`config.mk`:
```
export PLATFORM = sky130hd
export DESIGN_NAME = trimmed_mean_filter
export DESIGN_NICKNAME = d
export VERILOG_FILES = /design/src/rtl/tmf_pkg.sv /design/src/rtl/tmf_ctrl.sv /design/src/rtl/tmf_dp.sv /design/src/rtl/trimmed_mean_filter.sv
export SDC_FILE = /design/constraint.sdc
export NUM_CORES = 1
export LEC_CHECK = 0
export ABC_AREA = 1
export BUFFER_PORTS_ARGS = -buffer_cell sky130_fd_sc_hd__clkbuf_2
export CORE_MARGIN = 2
export CORE_UTILIZATION = 45
export CTS_CLUSTER_DIAMETER = 150
export DETAILED_ROUTE_END_ITERATION = 10
export HOLD_SLACK_MARGIN = 0.08
export PLACE_DENSITY = 0.72
export RECOVER_POWER = 25
export SLEW_MARGIN = 20
export SYNTH_ARGS = -nofsm -noshare
export SYNTH_HDL_FRONTEND = slang
export SYNTH_HIERARCHICAL = 1
export SYNTH_SLANG_ARGS = --single-unit
```
`constraint.sdc`:
```
create_clock -name clk -period 6.3 [get_ports clk]
set_input_delay 0 -clock clk [delete_from_list [all_inputs] [get_ports clk]]
set_output_delay 0 -clock clk [all_outputs]
set_load 0.01 [all_outputs]
```
`src/rtl/tmf_pkg.sv`:
```
`timescale 1ns / 1ps
`default_nettype none
// ----------------------------------------------------------------------------
// tmf_pkg
// Shared widths, constants and controller/datapath interface types for the
// trimmed mean filter.
// ----------------------------------------------------------------------------
package tmf_pkg;

  localparam int SAMPLE_W    = 16;
  localparam int SUM_W       = 24;
  localparam int CNT_W       = 8;
  localparam int DIV_STEPS   = SUM_W;
  localparam int STEP_W      = $clog2(DIV_STEPS);

  localparam logic [CNT_W-1:0]  MAX_SAMPLES = CNT_W'(255);
  localparam logic [CNT_W-1:0]  TRIM_MIN    = CNT_W'(3);
  localparam logic [CNT_W-1:0]  TRIM_DROP   = CNT_W'(2);
  localparam logic [STEP_W-1:0] LAST_STEP   = STEP_W'(DIV_STEPS - 1);

  typedef enum logic [2:0] {
    S_ACC,
    S_TRIM,
    S_ABS,
    S_DIV,
    S_DONE
  } tmf_state_t;

  // Controller to datapath commands
  typedef struct packed {
    logic acc;   // fold the accepted sample into the set
    logic trim;  // form trimmed sum, latch divisor, clear the set
    logic absv;  // take magnitude and sign of the trimmed sum
    logic step;  // one restoring division step
    logic load;  // load the output register
  } tmf_cmd_t;

  // Datapath to controller status
  typedef struct packed {
    logic few;       // current set holds fewer than three samples
    logic div_last;  // final division step in progress
  } tmf_sts_t;

endpackage : tmf_pkg
`default_nettype wire

```
`src/rtl/tmf_ctrl.sv`:
```
`timescale 1ns / 1ps
`default_nettype none
// ----------------------------------------------------------------------------
// tmf_ctrl
// Sequencer for the trimmed mean filter: accepts samples, walks the trim and
// division steps at the end of a set and owns the output valid flag.
// ----------------------------------------------------------------------------
module tmf_ctrl (
  input  wire                clk,
  input  wire                rst_n,
  input  wire                in_tvalid,
  input  wire                in_tlast,
  output logic               in_tready,
  input  wire                out_tready,
  output logic               out_tvalid,
  input  tmf_pkg::tmf_sts_t  sts,
  output tmf_pkg::tmf_cmd_t  cmd
);
  import tmf_pkg::*;

  tmf_state_t state_r, state_nxt;
  logic       out_valid_r, out_valid_nxt;

  // State and output flag registers
  always_ff @(posedge clk) begin
    if (!rst_n) begin
      state_r     <= S_ACC;
      out_valid_r <= 1'b0;
    end else begin
      state_r     <= state_nxt;
      out_valid_r <= out_valid_nxt;
    end
  end

  // Next state and commands
  always_comb begin
    state_nxt = state_r;
    cmd       = '0;
    in_tready = 1'b0;
    unique case (state_r)
      S_ACC: begin
        in_tready = 1'b1;
        if (in_tvalid) begin
          cmd.acc = 1'b1;
          if (in_tlast) state_nxt = S_TRIM;
        end
      end
      S_TRIM: begin
        cmd.trim  = 1'b1;
        state_nxt = sts.few ? S_DONE : S_ABS;
      end
      S_ABS: begin
        cmd.absv  = 1'b1;
        state_nxt = S_DIV;
      end
      S_DIV: begin
        cmd.step = 1'b1;
        if (sts.div_last) state_nxt = S_DONE;
      end
      S_DONE: begin
        if (!out_valid_r || out_tready) begin
          cmd.load  = 1'b1;
          state_nxt = S_ACC;
        end
      end
      default: state_nxt = S_ACC;
    endcase
  end

  // Hold the result until taken, raise it on load
  always_comb begin
    out_valid_nxt = out_valid_r;
    if (cmd.load)        out_valid_nxt = 1'b1;
    else if (out_tready) out_valid_nxt = 1'b0;
  end

  assign out_tvalid = out_valid_r;

  a_load_free : assert property (@(posedge clk) disable iff (!rst_n)
    cmd.load |-> (!out_valid_r || out_tready))
    else $error("output loaded over an untaken result");

  a_last_trims : assert property (@(posedge clk) disable iff (!rst_n)
    (in_tvalid && in_tready && in_tlast) |=> (state_r == S_TRIM))
    else $error("final sample did not close the set");

  a_ready_idle : assert property (@(posedge clk) disable iff (!rst_n)
    (state_r == S_DIV) |-> (!in_tready && !cmd.load))
    else $error("sample or load during division");

endmodule : tmf_ctrl
`default_nettype wire

```
`src/rtl/tmf_dp.sv`:
```
`timescale 1ns / 1ps
`default_nettype none
// ----------------------------------------------------------------------------
// tmf_dp
// Datapath of the trimmed mean filter: running sum, extremes and count,
// trimmed sum, bit-serial restoring divider and output register.
// ----------------------------------------------------------------------------
module tmf_dp (
  input  wire                                clk,
  input  wire                                rst_n,
  input  tmf_pkg::tmf_cmd_t                  cmd,
  output tmf_pkg::tmf_sts_t                  sts,
  input  wire signed [tmf_pkg::SAMPLE_W-1:0] sample,
  output logic signed [tmf_pkg::SAMPLE_W-1:0] mean,
  output logic                               too_few
);
  import tmf_pkg::*;

  logic signed [SUM_W-1:0]    sum_r, sum_nxt;
  logic [CNT_W-1:0]           cnt_r, cnt_nxt;
  logic signed [SAMPLE_W-1:0] max_r, max_nxt;
  logic signed [SAMPLE_W-1:0] min_r, min_nxt;
  logic signed [SUM_W-1:0]    diff_r, diff_nxt;
  logic [CNT_W-1:0]           divisor_r, divisor_nxt;
  logic                       few_r, few_nxt;
  logic                       neg_r, neg_nxt;
  logic [SUM_W-1:0]           mag_r, mag_nxt;
  logic [CNT_W-1:0]           rem_r, rem_nxt;
  logic [STEP_W-1:0]          step_r, step_nxt;
  logic signed [SAMPLE_W-1:0] mean_r, mean_nxt;
  logic                       too_few_r, too_few_nxt;
  logic [CNT_W:0]             rem_sh;
  logic [CNT_W:0]             rem_sub;

  // Control registers
  always_ff @(posedge clk) begin
    if (!rst_n) begin
      sum_r  <= '0;
      cnt_r  <= '0;
      step_r <= '0;
    end else begin
      sum_r  <= sum_nxt;
      cnt_r  <= cnt_nxt;
      step_r <= step_nxt;
    end
  end

  // Payload registers
  always_ff @(posedge clk) begin
    max_r     <= max_nxt;
    min_r     <= min_nxt;
    diff_r    <= diff_nxt;
    divisor_r <= divisor_nxt;
    few_r     <= few_nxt;
    neg_r     <= neg_nxt;
    mag_r     <= mag_nxt;
    rem_r     <= rem_nxt;
    mean_r    <= mean_nxt;
    too_few_r <= too_few_nxt;
  end

  // Shift-in partial remainder and trial subtraction
  assign rem_sh  = {rem_r, mag_r[SUM_W-1]};
  assign rem_sub = rem_sh - {1'b0, divisor_r};

  always_comb begin
    sum_nxt     = sum_r;
    cnt_nxt     = cnt_r;
    max_nxt     = max_r;
    min_nxt     = min_r;
    diff_nxt    = diff_r;
    divisor_nxt = divisor_r;
    few_nxt     = few_r;
    neg_nxt     = neg_r;
    mag_nxt     = mag_r;
    rem_nxt     = rem_r;
    step_nxt    = step_r;
    mean_nxt    = mean_r;
    too_few_nxt = too_few_r;

    // Accumulate; drop samples once the count is full
    if (cmd.acc && (cnt_r < MAX_SAMPLES)) begin
      if (cnt_r == '0) begin
        max_nxt = sample;
        min_nxt = sample;
      end else begin
        if (sample > max_r) max_nxt = sample;
        if (sample < min_r) min_nxt = sample;
      end
      sum_nxt = sum_r + SUM_W'(sample);
      cnt_nxt = cnt_r + CNT_W'(1);
    end

    // Remove one largest and one smallest, then clear the set
    if (cmd.trim) begin
      diff_nxt    = sum_r - SUM_W'(max_r) - SUM_W'(min_r);
      divisor_nxt = cnt_r - TRIM_DROP;
      few_nxt     = (cnt_r < TRIM_MIN);
      sum_nxt     = '0;
      cnt_nxt     = '0;
    end

    // Split into sign and magnitude for truncating division
    if (cmd.absv) begin
      neg_nxt  = diff_r[SUM_W-1];
      mag_nxt  = diff_r[SUM_W-1] ? SUM_W'(-diff_r) : SUM_W'(diff_r);
      rem_nxt  = '0;
      step_nxt = '0;
    end

    // One quotient bit per step, quotient shifts into the dividend register
    if (cmd.step) begin
      if (!rem_sub[CNT_W]) begin
        rem_nxt = rem_sub[CNT_W-1:0];
        mag_nxt = {mag_r[SUM_W-2:0], 1'b1};
      end else begin
        rem_nxt = rem_sh[CNT_W-1:0];
        mag_nxt = {mag_r[SUM_W-2:0], 1'b0};
      end
      step_nxt = step_r + STEP_W'(1);
    end

    // Restore the sign and load the result
    if (cmd.load) begin
      too_few_nxt = few_r;
      if (few_r)      mean_nxt = '0;
      else if (neg_r) mean_nxt = -$signed(mag_r[SAMPLE_W-1:0]);
      else            mean_nxt = $signed(mag_r[SAMPLE_W-1:0]);
    end
  end

  assign sts.few      = (cnt_r < TRIM_MIN);
  assign sts.div_last = (step_r == LAST_STEP);
  assign mean         = mean_r;
  assign too_few      = too_few_r;

  a_cnt_bound : assert property (@(posedge clk) disable iff (!rst_n)
    cnt_r <= MAX_SAMPLES)
    else $error("sample count beyond limit");

  a_step_bound : assert property (@(posedge clk) disable iff (!rst_n)
    cmd.step |-> (step_r <= LAST_STEP))
    else $error("division step count overrun");

  a_trim_clears : assert property (@(posedge clk) disable iff (!rst_n)
    cmd.trim |=> (cnt_r == '0 && sum_r == '0))
    else $error("set state not cleared after trim");

endmodule : tmf_dp
`default_nettype wire

```
`src/rtl/trimmed_mean_filter.sv`:
```
`timescale 1ns / 1ps
`default_nettype none
// Throughput: one sample per cycle while a set is open.
// Closing a set: the final sample is followed by a trim state, a sign state
// and 24 steps of the bit-serial divider, then the output load; a set of
// fewer than 3 samples goes from the trim state straight to the output load.
// Input is stalled over that span; a held result stalls only the next close.
// Synchronous active-low reset clears the open set and the output valid flag.
// ----------------------------------------------------------------------------
// trimmed_mean_filter
// Mean of a set of signed samples with one largest and one smallest removed,
// truncated toward zero.
// ----------------------------------------------------------------------------
module trimmed_mean_filter (
  input  wire        clk,
  input  wire        rst_n,
  input  wire        in_tvalid,
  output logic       in_tready,
  input  wire [15:0] in_tdata,   // [15:0] sample
  input  wire        in_tlast,
  output logic       out_tvalid,
  input  wire        out_tready,
  output logic [15:0] out_tdata, // [15:0] mean
  output logic       out_tuser   // [0] too_few
);
  import tmf_pkg::*;

  tmf_cmd_t cmd;
  tmf_sts_t sts;
  logic signed [SAMPLE_W-1:0] mean;

  // Sequencer
  tmf_ctrl u_ctrl (
    .clk        (clk),
    .rst_n      (rst_n),
    .in_tvalid  (in_tvalid),
    .in_tlast   (in_tlast),
    .in_tready  (in_tready),
    .out_tready (out_tready),
    .out_tvalid (out_tvalid),
    .sts        (sts),
    .cmd        (cmd)
  );

  // Arithmetic
  tmf_dp u_dp (
    .clk     (clk),
    .rst_n   (rst_n),
    .cmd     (cmd),
    .sts     (sts),
    .sample  ($signed(in_tdata)),
    .mean    (mean),
    .too_few (out_tuser)
  );

  assign out_tdata = mean;

endmodule : trimmed_mean_filter
`default_nettype wire

```
Yosys cells after proc, flatten, opt, wreduce, memory -nomap -nowiden
Cells that the tools add are included.
{ "word_totals": {"regBits": 156, "inputBits": 21, "wordCells": 81} }
{ "op_classes": {"n_addsub": 9, "order_cmp": 4, "n_eq_ne": 9, "n_mux": 30, "bitwise": 1, "reduce_logical": 13} }
{ "op_table": {"columns": ["op", "count"], "rows": [
  ["16-bit 2-to-1 mux", 5],
  ["24-bit 2-to-1 mux", 3],
  ["24-bit by 16-bit subtractor with 24-bit output", 2],
  ["24-bit by 16-bit adder with 24-bit output", 1],
  ["8-bit 2-to-1 mux", 3],
  ["24-bit negation", 1],
  ["16-bit greater-than comparator", 1],
  ["16-bit less-than comparator", 1],
  ["16-bit negation", 1],
  ["3-bit 2-to-1 mux", 5],
  ["3-bit one-hot mux with 5 select lines", 1],
  ["1-bit 2-to-1 mux", 11],
  ["5-bit 2-to-1 mux", 2],
  ["9-bit by 8-bit subtractor with 9-bit output", 1],
  ["8-bit by 1-bit adder with 8-bit output, second input constant", 1],
  ["8-bit logical NOT", 1],
  ["8-bit by 2-bit less-than comparator with 1-bit output, second input constant", 1],
  ["8-bit less-than comparator, second input constant", 1],
  ["2-bit nonzero test", 4],
  ["8-bit by 2-bit subtractor with 8-bit output, second input constant", 1],
  ["3-bit by 2-bit == test with 1-bit output, second input constant", 2],
  ["2-bit != test, second input constant", 3],
  ["5-bit by 1-bit adder with 5-bit output, second input constant", 1],
  ["5-bit == test, second input constant", 1],
  ["11 further kinds", 12]
]} }

Longest topological paths before layout
{ "logic_depth": {"ltp_word": 5, "depth_mapped": 15} }

Hierarchy
The synthesis kept the hierarchy.
{ "by_module_without_submodules": {"columns": ["mod", "n_inst", "cells_per_inst", "area_each_um2", "seq_area_each_um2"], "rows": [
  ["tmf_dp", 1, 1433, 11172.0, 4194.0],
  ["tmf_ctrl", 1, 42, 256.5, 80.1]
]} }

Worst setup path after synthesis
No wires, ideal clock.
{ "synth_timing": {"kind": "reg-to-reg", "start": "register u_ctrl.state_r[0]", "end": "register u_dp.sum_r[14]", "t_arrival_ps": 3932, "required_time_ps": 6191, "path_slack_ps": 2259, "path_stages_with_launch": 9, "period_less_slack_ps": 4041, "cell_sequence": "dfxtp_1 -> inv_1 -> nor3_1 -> nor2_1 -> inv_2 -> clkbuf_1 -> nor2_1 -> nand2_1 -> inv_1"} }
{ "synth_lines": {"columns": ["element", "line", "source"], "rows": [
  ["start: declaration", "tmf_ctrl.sv:21", "tmf_state_t state_r, state_nxt;"],
  ["start signal: assignment", "tmf_ctrl.sv:30", "state_r <= state_nxt;"],
  ["end signal: assignment", "tmf_dp.sv:42", "sum_r <= sum_nxt;"],
  ["end: declaration", "tmf_dp.sv:19", "logic signed [SUM_W-1:0] sum_r, sum_nxt;"]
]} }

==> results_dict.tcl <==
set metrics [dict create \
    cp_slowest_cell "clkbuf_1" \
    netlist_instances 1475 \
    syn-cell-area_um2 11400 \
    dp_hpwl_mm 20.5 \
    ys_seq_area_share_pct 37.4 \
    status "complete, but fails checks" \
    skew_ns 0.0153 \
    numCtsBuffers 17 \
    first_pass_iters 5 \
    setup_tns_ns 0 \
    whs_path_depth 4 \
    pin_count 40 \
    synth-seq-cells 156 \
    place_congestion 0.929 \
    period_share_pct 47.5 \
    cts_buffer_depth 2 \
    cp_max_fo 35 \
    dpl_cell_area_um2 12000 \
    vias 9699 \
    core_area_um2 25000 \
    end_kind "flop" \
    area_growth_pct 11.4 \
    grt_pass1_wl_mm 44.7 \
    whs_ns 0.403 \
    dieArea_um2 26700 \
    antenna_left 0 \
    arrival_ns 3.31 \
    p_per_area_nw_per_um2 426 \
    final_nets 1684 \
    first_global_vias 9515 \
    ff2ff_path_depth 9 \
    synth_nets 1616 \
    regToRegSetupSlack_ns 3.31 \
    grt.overflow.total 0 \
    max_freq_ghz 0.334 \
    drc 0 \
    slew_viol_final 36 \
    crit_required_ns 6.62 \
    wl_per_cell_um 14.0 \
    hold_viol_final 0 \
    drv_cap 1 \
    clk_pin_slew_ns 0.07 \
    p_total_uw 5430 \
    drt_iter0_markers 620 \
    synth_cell_types 45 \
    irDropWorstVdd_v 0.000173 \
    final_common_cell "nand2_1" \
    fin_util_pct 50.9 \
    clockRootBuffer "clkbuf_16" \
    hp-class "in2reg" \
    grt_use_total_pct 20.7 \
    postCtsSetupBuffers 0 \
    antenna_cells 0 \
    cpPeakStageDelay_ns 1.27 \
    start_util_pct 45.6 \
    mostFrequentLayoutCells "nand2_1, inv_1, nor2_1" \
    antenna_found_initial 0 \
    cts_tree "yes" \
    finish.instance_area_um2 12700 \
    failed_checks "capacitance limit, slew limit" \
    fin_crit_ns 2.99 \
    setup_violations 0 \
    p_leak_uw 0.00606 \
    grt_max_degree 44 \
    rsz0062_at_grt "false" \
    slew-limit-headroom_pct -15.3 \
    portBuffers 39 \
    h-tree-depth 4 \
    chipWidth_um 163 \
    cp_cell_sequence "inv_1 > nor3_1 > clkbuf_1 > nor2_1 > buf_4 > inv_2 > nor2_1 > o21ai_0 > inv_1" \
    yosys_warnings 6 \
    cp-start-kind "flop" \
    viasPerCell 5.14 \
    clock-sinks 156 \
    rows 58 \
    fillers 2386 \
    routed_wl_mm 26.4 \
    avgSynthCellArea_um2 7.75 \
    crit_type "reg2reg" \
    clkLatencyLatePin_ns 0.43 \
    die_y_um 163 \
    max_slew.worst_pin.slew_ns 1.73 \
    drive_gt1_share_pct 3.92 \
]
## synthesized netlist by cell type, drive strengths merged
cell    instances  share of area (%)
nand2         342                 11
inv           246                8.1
nor2          168                5.5
edfxtp        115                 30
a21oi         110                4.8
ha             95                 10
nand3          89                4.1
o21ai          77                3.5
dfxtp          41                7.2
xor2           37                3.0
fa             25                4.4
nand4          23                1.3
nor3           20               0.92
xnor2          15                1.2
buf            10               0.51
a21o            9               0.59
clkbuf          9               0.30
nand3b          6               0.39
and2            5               0.27
nor4            5               0.33
o211ai          5               0.33
o21bai          5               0.33
o21a            4               0.26
or2             3               0.16
a211oi          2               0.13
a31oi           2               0.11
clkinv          2              0.066
nor3b           2               0.13
a22oi           1              0.066
a31o            1              0.077
and3            1              0.055
## worst max-delay path, delay by kind of cell, from the launching register on
kind | cells | cell delay (ns)
buffers and inverters | 5 | 2.02
AO/OA/AOI/OAI | 1 | 0.08
AND/OR/NAND/NOR | 3 | 0.37
flip-flops | 1 | 0.39
## cell type report
cell class	instances	area, um2	share of cell area, %
multi-input cells	1052	6130	48.1
flip-flops and latches	156	4270	33.6
inverters	248	931	7.31
clock buffers	17	425	3.34
repair buffers	68	423	3.32
well taps	330	413	3.24
clock inverters	15	138	1.08
## final timing paths
| path | end | from |
|---|---|---|
| worst max-delay path | u_dp/sum_r[15]$_SDFFE_PP0P_ | u_ctrl/state_r[0]$_SDFFE_PN0P_ |
| worst min-delay path | u_dp/cnt_r[1]$_SDFFE_PP0P_ | in_tvalid |
| worst max register to register | u_dp/sum_r[15]$_SDFFE_PP0P_ | u_ctrl/state_r[0]$_SDFFE_PN0P_ |
| worst min register to register | u_dp/step_r[0]$_SDFFE_PN0P_ | u_dp/step_r[0]$_SDFFE_PN0P_ |
## routing by layer
metal | vias up | routed length, um | GRT usage, % | part of all wire, %
met4 | 0 | 729 | 8.45 | 2.8
li1 | 4960 | - | - | -
met3 | 52 | 950 | 2.29 | 3.6
met2 | 233 | 12800 | 35.6 | 48
met1 | 4454 | 12000 | 26.5 | 45
met5 | - | 0 | 0 | 0
## state kept, by name (all words and copies together), names as in the netlist, 3 cells and up
name	flops
u_dp/divisor_r	8
u_ctrl/state_r	3
u_dp/cnt_r	8
u_dp/rem_r	8
u_dp/diff_r	24
u_dp/mag_r	24
u_dp/max_r	16
u_dp/min_r	16
u_dp/sum_r	24
u_dp/step_r	5
u_dp/mean	16
## repair_timing
item                      CTS  global route
hold buffers               22             0
hold endpoints to repair   42             0
gates resized for setup     0             0
## metrics by stage
| step | setup WS [ns] | std cells |
|---|---|---|
| 2_1_floorplan | 2.26 | 1475 |
| 3_3_place_gp | 3.43 | 1831 |
| 3_5_place_dp | 3.42 | 1831 |
| 4_1_cts | 3.40 | 1885 |
| 5_1_grt | 3.01 | 1886 |
| 6_report | 3.31 | 1886 |
## report_power, final
| group | switching [uW] | internal [uW] |
|---|---|---|
| logic | 1800 | 998 |
| clock network | 436 | 549 |
| registers | 162 | 1480 |
| total | 2390 | 3030 |
## kinds of logic (layout without fill, tap and decap cells)
kind of cell	count (synthesis)	after routing	synth area share (%)
flops	156	156	37.4
buf+inv	267	348	8.96
compound gates	216	216	10.2
simple gates	664	664	24.4
xor+xnor	52	52	4.22
fa+ha+maj	120	120	14.8
No activity file was read; power rests on OpenSTA's default activity.
